### src/rtl/core/skvt_pkg.sv
// Package for the small key-value table.
// Holds the field widths of the channels and the operation codes.
// No dependencies.
package skvt_pkg;

  // Channel field widths
  localparam int OP_W    = 2;
  localparam int KEY_W   = 16;
  localparam int VALUE_W = 16;
  localparam int COUNT_W = 5;

  typedef logic [OP_W-1:0] op_t;

  // Operation codes
  localparam op_t OP_LOOKUP = 2'd0;
  localparam op_t OP_INSERT = 2'd1;
  localparam op_t OP_DELETE = 2'd2;
  localparam op_t OP_CLEAR  = 2'd3;

endpackage

### src/rtl/core/skvt_if.sv
// Valid/ready channel interfaces of the small key-value table.
// skvt_req_if carries requests, skvt_rsp_if carries results.
// Depends on skvt_pkg.
interface skvt_req_if;
  import skvt_pkg::*;

  logic               valid;
  logic               ready;
  op_t                operation;
  logic [KEY_W-1:0]   key;
  logic [VALUE_W-1:0] value;

  modport source (output valid, operation, key, value, input ready);
  modport sink   (input valid, operation, key, value, output ready);
endinterface

interface skvt_rsp_if;
  import skvt_pkg::*;

  logic               valid;
  logic               ready;
  logic               found;
  logic [VALUE_W-1:0] read_value;
  logic               refused;
  logic [COUNT_W-1:0] entry_count;
  logic               is_empty;
  logic               is_full;

  modport source (output valid, found, read_value, refused, entry_count, is_empty, is_full,
                  input ready);
  modport sink   (input valid, found, read_value, refused, entry_count, is_empty, is_full,
                  output ready);
endinterface

### src/rtl/core/small_key_value_table.sv
// Top level of the small key-value table: a packed, unsorted list of keys and values.
// A small sequencer drives one memory read port and one key comparator over the entries.
// Depends on skvt_pkg and the channel interfaces in skvt_if.sv.
//
// Usage:
//   in_ch carries one request word (operation, key, value); out_ch returns one result word
//   per request (found, read_value, refused, entry_count, is_empty, is_full).
//   cfg_we/cfg_wdata write the miss value returned by a lookup that misses.
//   A request is taken only while the sequencer is idle. It then scans the stored keys
//   through the registered memory read port, one entry a cycle, until a match or the end
//   of the list. A delete that hits then moves every later entry down one slot through the
//   same port, one per cycle. The result register is then loaded, once the output slot is
//   free, and the sequencer returns to idle for the next request.
//   Reset empties the table and sets the miss value to zero; the entries themselves are
//   not cleared and need no clearing pass.
//   If the receiver stalls, the result waits in the output register; the next request
//   is still accepted and scanned, and it waits only to hand over its own result.
module small_key_value_table #(
  parameter int CAPACITY    = 16,
  parameter int KEY_WIDTH   = 16,
  parameter int VALUE_WIDTH = 16
) (
  input  logic                        clk,
  input  logic                        rst_n,
  skvt_req_if.sink                    in_ch,
  skvt_rsp_if.source                  out_ch,
  input  logic                        cfg_we,
  input  logic [skvt_pkg::VALUE_W-1:0] cfg_wdata
);
  import skvt_pkg::*;

  localparam int AW   = (CAPACITY > 1) ? $clog2(CAPACITY) : 1;
  localparam int CW   = $clog2(CAPACITY + 1);
  localparam int KIN  = (KEY_WIDTH < KEY_W) ? KEY_WIDTH : KEY_W;
  localparam int VIN  = (VALUE_WIDTH < VALUE_W) ? VALUE_WIDTH : VALUE_W;

  localparam logic [1:0] ST_IDLE  = 2'd0;
  localparam logic [1:0] ST_SCAN  = 2'd1;
  localparam logic [1:0] ST_SHIFT = 2'd2;
  localparam logic [1:0] ST_PUT   = 2'd3;

  localparam logic [CW-1:0] FULL_COUNT = CW'(CAPACITY);

  // Entry storage
  logic [KEY_WIDTH-1:0]   key_mem [CAPACITY];
  logic [VALUE_WIDTH-1:0] val_mem [CAPACITY];

  // Control state
  logic [1:0]    state_r, state_nxt;
  logic [CW-1:0] count_r, count_nxt;
  logic [CW-1:0] scan_addr_r, scan_addr_nxt;
  logic          pend_r, pend_nxt;
  logic [AW-1:0] pend_idx_r, pend_idx_nxt;
  logic          out_vld_r, out_vld_nxt;
  logic [VALUE_W-1:0] miss_r;

  // Request and result payload
  op_t                    op_r;
  logic [KEY_WIDTH-1:0]   key_r;
  logic [VALUE_WIDTH-1:0] val_r;
  logic [KEY_WIDTH-1:0]   key_rd_r;
  logic [VALUE_WIDTH-1:0] val_rd_r;
  logic                   res_found_r, res_found_nxt;
  logic [VALUE_W-1:0]     res_rdval_r, res_rdval_nxt;
  logic                   res_refused_r, res_refused_nxt;
  logic                   out_found_r, out_found_nxt;
  logic [VALUE_W-1:0]     out_rdval_r, out_rdval_nxt;
  logic                   out_refused_r, out_refused_nxt;
  logic [COUNT_W-1:0]     out_count_r, out_count_nxt;
  logic                   out_empty_r, out_empty_nxt;
  logic                   out_full_r, out_full_nxt;

  // Memory write port
  logic                   mem_we;
  logic [AW-1:0]          mem_wa;
  logic [KEY_WIDTH-1:0]   mem_wk;
  logic [VALUE_WIDTH-1:0] mem_wv;

  logic                   accept;
  logic                   hit_now;
  logic                   scan_more;
  logic [CW-1:0]          addr_m1;
  logic [CW-1:0]          slot_p1;
  logic [VALUE_W-1:0]     hit_val;

  assign in_ch.ready = (state_r == ST_IDLE);
  assign accept      = in_ch.valid && in_ch.ready;

  // The comparator: a key read back last cycle against the requested key.
  assign hit_now   = pend_r && (key_rd_r == key_r);
  assign scan_more = (scan_addr_r < count_r);
  assign addr_m1   = scan_addr_r - 1'b1;
  assign slot_p1   = CW'(pend_idx_r) + 1'b1;
  assign hit_val   = VALUE_W'(val_rd_r[VIN-1:0]);

  // Sequencer
  always_comb begin
    state_nxt       = state_r;
    count_nxt       = count_r;
    scan_addr_nxt   = scan_addr_r;
    pend_nxt        = pend_r;
    pend_idx_nxt    = pend_idx_r;
    res_found_nxt   = res_found_r;
    res_rdval_nxt   = res_rdval_r;
    res_refused_nxt = res_refused_r;
    mem_we          = 1'b0;
    mem_wa          = pend_idx_r;
    mem_wk          = key_r;
    mem_wv          = val_r;

    case (state_r)
      ST_IDLE: begin
        if (accept) begin
          scan_addr_nxt = '0;
          pend_nxt      = 1'b0;
          state_nxt     = ST_SCAN;
        end
      end
      ST_SCAN: begin
        if (hit_now || !scan_more) begin
          // Scan resolved: act on the operation.
          res_found_nxt   = hit_now;
          res_rdval_nxt   = '0;
          res_refused_nxt = 1'b0;
          pend_nxt        = 1'b0;
          state_nxt       = ST_PUT;
          case (op_r)
            OP_LOOKUP: begin
              res_rdval_nxt = hit_now ? hit_val : miss_r;
            end
            OP_INSERT: begin
              if (!hit_now) begin
                if (count_r == FULL_COUNT) begin
                  res_refused_nxt = 1'b1;
                end else begin
                  mem_we    = 1'b1;
                  mem_wa    = count_r[AW-1:0];
                  count_nxt = count_r + 1'b1;
                end
              end
            end
            OP_DELETE: begin
              if (hit_now) begin
                scan_addr_nxt = slot_p1;
                state_nxt     = ST_SHIFT;
              end
            end
            OP_CLEAR: begin
              count_nxt = '0;
            end
            default: begin
              state_nxt = ST_PUT;
            end
          endcase
        end else begin
          // Read the next entry; it is compared in the following cycle.
          pend_nxt      = 1'b1;
          pend_idx_nxt  = scan_addr_r[AW-1:0];
          scan_addr_nxt = scan_addr_r + 1'b1;
        end
      end
      ST_SHIFT: begin
        // Write back the entry read last cycle one slot lower.
        if (pend_r) begin
          mem_we = 1'b1;
          mem_wa = pend_idx_r;
          mem_wk = key_rd_r;
          mem_wv = val_rd_r;
        end
        if (scan_more) begin
          pend_nxt      = 1'b1;
          pend_idx_nxt  = addr_m1[AW-1:0];
          scan_addr_nxt = scan_addr_r + 1'b1;
        end else begin
          pend_nxt  = 1'b0;
          count_nxt = count_r - 1'b1;
          state_nxt = ST_PUT;
        end
      end
      ST_PUT: begin
        if (!out_vld_r || out_ch.ready) begin
          state_nxt = ST_IDLE;
        end
      end
      default: begin
        state_nxt = ST_IDLE;
      end
    endcase
  end

  // Output register: loaded from the resolved result once the slot is free.
  always_comb begin
    out_vld_nxt     = out_vld_r && !out_ch.ready;
    out_found_nxt   = out_found_r;
    out_rdval_nxt   = out_rdval_r;
    out_refused_nxt = out_refused_r;
    out_count_nxt   = out_count_r;
    out_empty_nxt   = out_empty_r;
    out_full_nxt    = out_full_r;
    if (state_r == ST_PUT && (!out_vld_r || out_ch.ready)) begin
      out_vld_nxt     = 1'b1;
      out_found_nxt   = res_found_r;
      out_rdval_nxt   = res_rdval_r;
      out_refused_nxt = res_refused_r;
      out_count_nxt   = COUNT_W'(count_r);
      out_empty_nxt   = (count_r == '0);
      out_full_nxt    = (count_r == FULL_COUNT);
    end
  end

  // Control registers
  always_ff @(posedge clk) begin
    if (!rst_n) begin
      state_r     <= ST_IDLE;
      count_r     <= '0;
      scan_addr_r <= '0;
      pend_r      <= 1'b0;
      pend_idx_r  <= '0;
      out_vld_r   <= 1'b0;
      miss_r      <= '0;
    end else begin
      state_r     <= state_nxt;
      count_r     <= count_nxt;
      scan_addr_r <= scan_addr_nxt;
      pend_r      <= pend_nxt;
      pend_idx_r  <= pend_idx_nxt;
      out_vld_r   <= out_vld_nxt;
      if (cfg_we) begin
        miss_r <= cfg_wdata;
      end
    end
  end

  // Payload registers
  always_ff @(posedge clk) begin
    if (accept) begin
      op_r  <= in_ch.operation;
      key_r <= KEY_WIDTH'(in_ch.key[KIN-1:0]);
      val_r <= VALUE_WIDTH'(in_ch.value[VIN-1:0]);
    end
    res_found_r   <= res_found_nxt;
    res_rdval_r   <= res_rdval_nxt;
    res_refused_r <= res_refused_nxt;
    out_found_r   <= out_found_nxt;
    out_rdval_r   <= out_rdval_nxt;
    out_refused_r <= out_refused_nxt;
    out_count_r   <= out_count_nxt;
    out_empty_r   <= out_empty_nxt;
    out_full_r    <= out_full_nxt;
  end

  // Entry memory: one write port, one registered read port at the scan address.
  always_ff @(posedge clk) begin
    if (mem_we) begin
      key_mem[mem_wa] <= mem_wk;
      val_mem[mem_wa] <= mem_wv;
    end
    key_rd_r <= key_mem[scan_addr_r[AW-1:0]];
    val_rd_r <= val_mem[scan_addr_r[AW-1:0]];
  end

  assign out_ch.valid       = out_vld_r;
  assign out_ch.found       = out_found_r;
  assign out_ch.read_value  = out_rdval_r;
  assign out_ch.refused     = out_refused_r;
  assign out_ch.entry_count = out_count_r;
  assign out_ch.is_empty    = out_empty_r;
  assign out_ch.is_full     = out_full_r;

  // The table never holds more entries than it has slots.
  a_count_bound: assert property (@(posedge clk) disable iff (!rst_n)
    count_r <= FULL_COUNT)
    else $error("entry count above capacity");

  // An accepted request always starts a scan.
  a_accept_scan: assert property (@(posedge clk) disable iff (!rst_n)
    accept |=> state_r == ST_SCAN)
    else $error("accepted request did not start a scan");

  // A finished shift removes exactly one entry.
  a_shift_dec: assert property (@(posedge clk) disable iff (!rst_n)
    (state_r == ST_SHIFT && state_nxt == ST_PUT) |=> count_r == CW'($past(count_r) - 1'b1))
    else $error("delete did not drop the count by one");

  // Writes land only inside the packed list or at its end.
  a_write_range: assert property (@(posedge clk) disable iff (!rst_n)
    mem_we |-> (CW'(mem_wa) <= count_r) && (count_r != FULL_COUNT || state_r == ST_SHIFT))
    else $error("entry write outside the packed list");

  // A refused insert never reports a present key and always reports a full table.
  a_refused: assert property (@(posedge clk) disable iff (!rst_n)
    (out_vld_r && out_refused_r) |-> (!out_found_r && out_full_r))
    else $error("refused result with inconsistent flags");

endmodule

### src/flat_wrapper.sv
// flat-port wrapper written by rule: the top's interface ports become plain ports
module small_key_value_table_flat import skvt_pkg::*;
#(
  parameter int CAPACITY    = 16,
  parameter int KEY_WIDTH   = 16,
  parameter int VALUE_WIDTH = 16
)
  (clk, rst_n, cfg_we, cfg_wdata, in_ch_valid, in_ch_operation, in_ch_key, in_ch_value, in_ch_ready, out_ch_valid, out_ch_found, out_ch_read_value, out_ch_refused, out_ch_entry_count, out_ch_is_empty, out_ch_is_full, out_ch_ready);
  skvt_req_if in_ch_i ();
  skvt_rsp_if out_ch_i ();
  input  logic clk;
  input  logic rst_n;
  input  logic cfg_we;
  input  logic [skvt_pkg::VALUE_W-1:0] cfg_wdata;
  input wire logic [$bits(in_ch_i.valid)-1:0] in_ch_valid;
  input wire logic [$bits(in_ch_i.operation)-1:0] in_ch_operation;
  input wire logic [$bits(in_ch_i.key)-1:0] in_ch_key;
  input wire logic [$bits(in_ch_i.value)-1:0] in_ch_value;
  output wire logic [$bits(in_ch_i.ready)-1:0] in_ch_ready;
  output wire logic [$bits(out_ch_i.valid)-1:0] out_ch_valid;
  output wire logic [$bits(out_ch_i.found)-1:0] out_ch_found;
  output wire logic [$bits(out_ch_i.read_value)-1:0] out_ch_read_value;
  output wire logic [$bits(out_ch_i.refused)-1:0] out_ch_refused;
  output wire logic [$bits(out_ch_i.entry_count)-1:0] out_ch_entry_count;
  output wire logic [$bits(out_ch_i.is_empty)-1:0] out_ch_is_empty;
  output wire logic [$bits(out_ch_i.is_full)-1:0] out_ch_is_full;
  input wire logic [$bits(out_ch_i.ready)-1:0] out_ch_ready;
  assign in_ch_i.valid = in_ch_valid;
  assign in_ch_i.operation = in_ch_operation;
  assign in_ch_i.key = in_ch_key;
  assign in_ch_i.value = in_ch_value;
  assign in_ch_ready = in_ch_i.ready;
  assign out_ch_valid = out_ch_i.valid;
  assign out_ch_found = out_ch_i.found;
  assign out_ch_read_value = out_ch_i.read_value;
  assign out_ch_refused = out_ch_i.refused;
  assign out_ch_entry_count = out_ch_i.entry_count;
  assign out_ch_is_empty = out_ch_i.is_empty;
  assign out_ch_is_full = out_ch_i.is_full;
  assign out_ch_i.ready = out_ch_ready;
  small_key_value_table #(.CAPACITY(CAPACITY), .KEY_WIDTH(KEY_WIDTH), .VALUE_WIDTH(VALUE_WIDTH)) u_core (.clk(clk), .rst_n(rst_n), .in_ch(in_ch_i), .out_ch(out_ch_i), .cfg_we(cfg_we), .cfg_wdata(cfg_wdata));
endmodule
### config.mk
export PLATFORM = sky130hd
export DESIGN_NAME = small_key_value_table_flat
export DESIGN_NICKNAME = d
export VERILOG_FILES = /design/src/rtl/core/skvt_pkg.sv /design/src/rtl/core/skvt_if.sv /design/src/rtl/core/small_key_value_table.sv /design/src/flat_wrapper.sv
export SDC_FILE = /design/constraint.sdc
export NUM_CORES = 1
export LEC_CHECK = 0
export BUFFER_PORTS_ARGS = -buffer_cell sky130_fd_sc_hd__buf_4
export CORE_AREA = 10 10 264 165
export CTS_CLUSTER_SIZE = 14
export DETAILED_ROUTE_END_ITERATION = 10
export DIE_AREA = 0 0 274 175
export PLACE_DENSITY = 0.83
export SYNTH_ARGS = -nofsm -noshare
export SYNTH_HDL_FRONTEND = slang
export SYNTH_SLANG_ARGS = --single-unit
### constraint.sdc
create_clock -name clk -period 6.5 [get_ports clk]
set_input_delay 0.65 -clock clk [delete_from_list [all_inputs] [get_ports clk]]
set_output_delay 0.65 -clock clk [all_outputs]
set_load 0.03 [all_outputs]
==> results.py <==
metrics = {
    "run_status": {
        "outcome": "completed",
    },
    "drt": {
        "drt_wl_total_um": 63700,
        "drt_iter0_drc": 2122,
        "antenna_left": 0,
        "routedWlPerCell_um": 34.0,
        "drc": 0,
        "vias": 13166,
        "via_per_inst": 7.03,
        "first_pass_iters": 5,
    },
    "cts": {
        "cts_made_buffers": 55,
        "clockRootBuffer": "clkbuf_16",
        "cts_buffer_depth": 3,
        "cts_tree": "done",
        "holdBufCountCts": 0,
        "cts.sinks": 655,
        "post_cts.repair.setup_buffers": 0,
        "clock_latency_ns": 0.61,
        "clk_pin_slew_ns": 0.07,
        "htree_levels": 2,
        "ctsResizeCount": 0,
    },
    "power": {
        "powerDensity_nw_per_um2": 349,
        "leakage_uw": 0.00876,
        "irDropWorstVdd_mv": 0.209,
        "finalPower_uw": 9810,
    },
    "global_route": {
        "grt_usage_pct": 26.7,
        "antenna_found_initial": 3,
        "grt_start_max_net_pins": 111,
        "grt_first_pass_wirelength_um": 91800,
        "gr-total-overflow": 0,
        "grt_pass1_vias": 12582,
    },
    "die": {
        "ioPinCount": 82,
        "row_count": 56,
        "die-width_um": 274,
        "fp.dieH_um": 175,
        "start_util_pct": 65.1,
        "core_region_area_um2": 38600,
        "dieArea_um2": 48000,
    },
    "cells_and_area": {
        "nets": 1375,
        "area_delta_synth_final_pct": 11.6,
        "n_fill_cell": 2143,
        "drive_above_1_share_pct": 28.3,
        "n_antenna_cell": 0,
        "post-route-util_pct": 72.7,
    },
    "timing": {
        "slew_headroom_pct": 13.3,
        "rsz0062_at_grt": "false",
        "setup_tns_ns": 0,
        "hold_viol": 0,
        "fin_skew_ns": 0.0200,
        "fmax_mhz": 226,
        "tightest_slew_ns": 1.29,
        "slew_viol_final": 0,
        "min_period_ns": 4.42,
        "setup_viol": 0,
        "holdWs_ns": 0.218,
        "post-route-period-util_pct": 68.0,
    },
    "logic_synthesis": {
        "async_flop_share_pct": 0,
        "yosys_warnings": 0,
        "ys_seq_elements": 655,
        "synthTopCellsByArea": "edfxtp_1, mux4_2, dfxtp_1, mux2_2, mux2i_1",
        "synth.distinct_cells": 58,
        "synthCells": 1219,
        "synth_ff_type": "edfxtp_1",
        "synth.avg_cell_area_um2": 20.6,
        "ys_seq_area_share_pct": 75.6,
        "yosys.area.top_type_share_pct": 70.3,
        "synth_top_cell_by_area": "edfxtp_1",
        "synth_common_cells": "edfxtp_1, mux4_2, dfxtp_1, nor2_1, nand2_1",
        "synthMostInstantiatedCell": "edfxtp_1",
        "syn-num-nets": 1289,
        "synth_edf_count": 589,
        "syn_area_um2": 25200,
    },
    "setup_path": {
        "critPathMaxStageDelay_ns": 1.08,
        "end_kind": "flop",
        "critPathSlowestCell": "nor2_4",
        "crit_chain": "inv_1 > ha_1 > o211ai_1 > o21ai_1 > nand3_1 > a21oi_1 > a31oi_1 > nor2_4",
        "worstSetupPathType": "flop to flop",
        "crit_buf_inv": 1,
        "required_ns": 6.71,
        "cp_top_family": "compound AO/OA/AOI/OAI gates",
        "arrival_ns": 4.63,
        "setup.worst_path.start_class": "flop",
        "crit_fanout": 32,
    },
    "hold_path": {
        "hold_class": "primary input to flop",
    },
    "placement": {
        "routabilityCongestion": 0.863,
        "numPortBuffers": 81,
        "dp_hpwl_um": 38700,
    },
    "run": {
        "maxCapViolCount": 0,
    },
}
[per-stage QoR]
step | area [um2] | worst slack [ns] | std cells
6_report | 28100 | 2.08 | 1873
5_1_grt | 28100 | 1.84 | 1873
4_1_cts | 28100 | 2.21 | 1873
3_5_place_dp | 26400 | 2.22 | 1770
3_3_place_gp | 26400 | 2.38 | 1770
2_1_floorplan | 25200 | 2.63 | 1219
[metal layers]
layer,track usage [%],wire [um]
met1,41.5,24900
met2,37.2,28000
met3,8.24,9840
met4,4.68,892
met5,0,13
[sequential cells by signal, indices dropped and copies added (netlist names), 2 cells and up]
| register | flops |
|---|---|
| u_core.key_rd_r | 16 |
| u_core.op_r | 2 |
| u_core.count_r | 5 |
| u_core.val_r | 16 |
| u_core.state_r | 2 |
| u_core.hit_val | 16 |
| u_core.out_ch.entry_count | 5 |
| u_core.key_r | 16 |
| u_core.out_ch.read_value | 16 |
| u_core.miss_r | 16 |
| u_core.res_rdval_r | 16 |
| u_core.pend_idx_r | 4 |
| u_core.key_mem | 256 |
| u_core.val_mem | 256 |
| u_core.scan_addr_r | 5 |
[cells by family (layout without fill, tap and decap cells)]
family / after synthesis / in the layout / share of synthesized area (%)
simple gates: 157 / 157 / 3.02
compound gates: 78 / 78 / 2.02
xor+xnor: 23 / 23 / 0.801
flops: 655 / 655 / 75.6
buf+inv: 78 / 210 / 1.24
mux: 213 / 213 / 16.6
fa+ha+maj: 15 / 15 / 0.746
[report_power, final]
part | total (uW) | switching (uW) | leakage (uW) | internal, uW
Sequential | 5110 | 166 | 0.00587 | 4940
Clock | 3170 | 1460 | 0.000820 | 1710
Combinational | 1530 | 993 | 0.00207 | 533
[final timing paths]
| path | from | endpoint | slack, ns | depth (start not counted) |
|---|---|---|---|---|
| max | u_core.count_r[2]$_SDFFE_PN0P_ | u_core.key_mem[8][15]$_DFFE_PP_ | 2.08 | 8 |
| max reg2reg | u_core.count_r[2]$_SDFFE_PN0P_ | u_core.key_mem[8][15]$_DFFE_PP_ | 2.08 | 8 |
| min | in_ch_value[4] | u_core.val_r[4]$_DFFE_PP_ | 0.22 | 1 |
| min reg2reg | u_core.res_rdval_r[13]$_SDFFCE_PP0P_ | u_core.out_ch.read_value[13]$_DFFE_PP_ | 0.42 | 0 |
[worst register-to-register path, stage by stage (launching register included)]
cell      delay (ns)
dfxtp_1         0.51
inv_1           0.21
ha_1            0.32
o211ai_1        0.07
o21ai_1         0.28
nand3_1         0.12
a21oi_1         0.77
a31oi_1         0.64
nor2_4          1.09
[cell type report]
| type | instances | area, um2 | share of cell area, % |
|---|---|---|---|
| Timing Repair Buffer | 90 | 688 | 2.45 |
| Clock buffer | 97 | 1650 | 5.86 |
| Tap cell | 522 | 653 | 2.33 |
| Inverter | 17 | 63.8 | 0.227 |
| Clock inverter | 6 | 46.3 | 0.165 |
| Sequential cell | 655 | 19000 | 67.7 |
| Multi-Input combinational cell | 486 | 5960 | 21.2 |
[cell usage in the layout (no fill, tap or decap), drive strengths merged, types with 4 or more instances in the layout]
cell	synthesis	final
a211oi	7	7
nor4	5	5
a31oi	6	6
dfxtp	66	66
buf	19	90
nand2	53	53
a21oi	28	28
ha	15	15
nand3	7	7
mux4	160	160
xnor2	9	9
clkbuf	42	97
and3	6	6
clkinv	1	5
mux2i	21	21
nor2	55	55
o21ai	13	13
xor2	14	14
mux2	32	32
edfxtp	589	589
and2	4	4
inv	16	18
No activity file was read; power rests on OpenSTA's default activity.
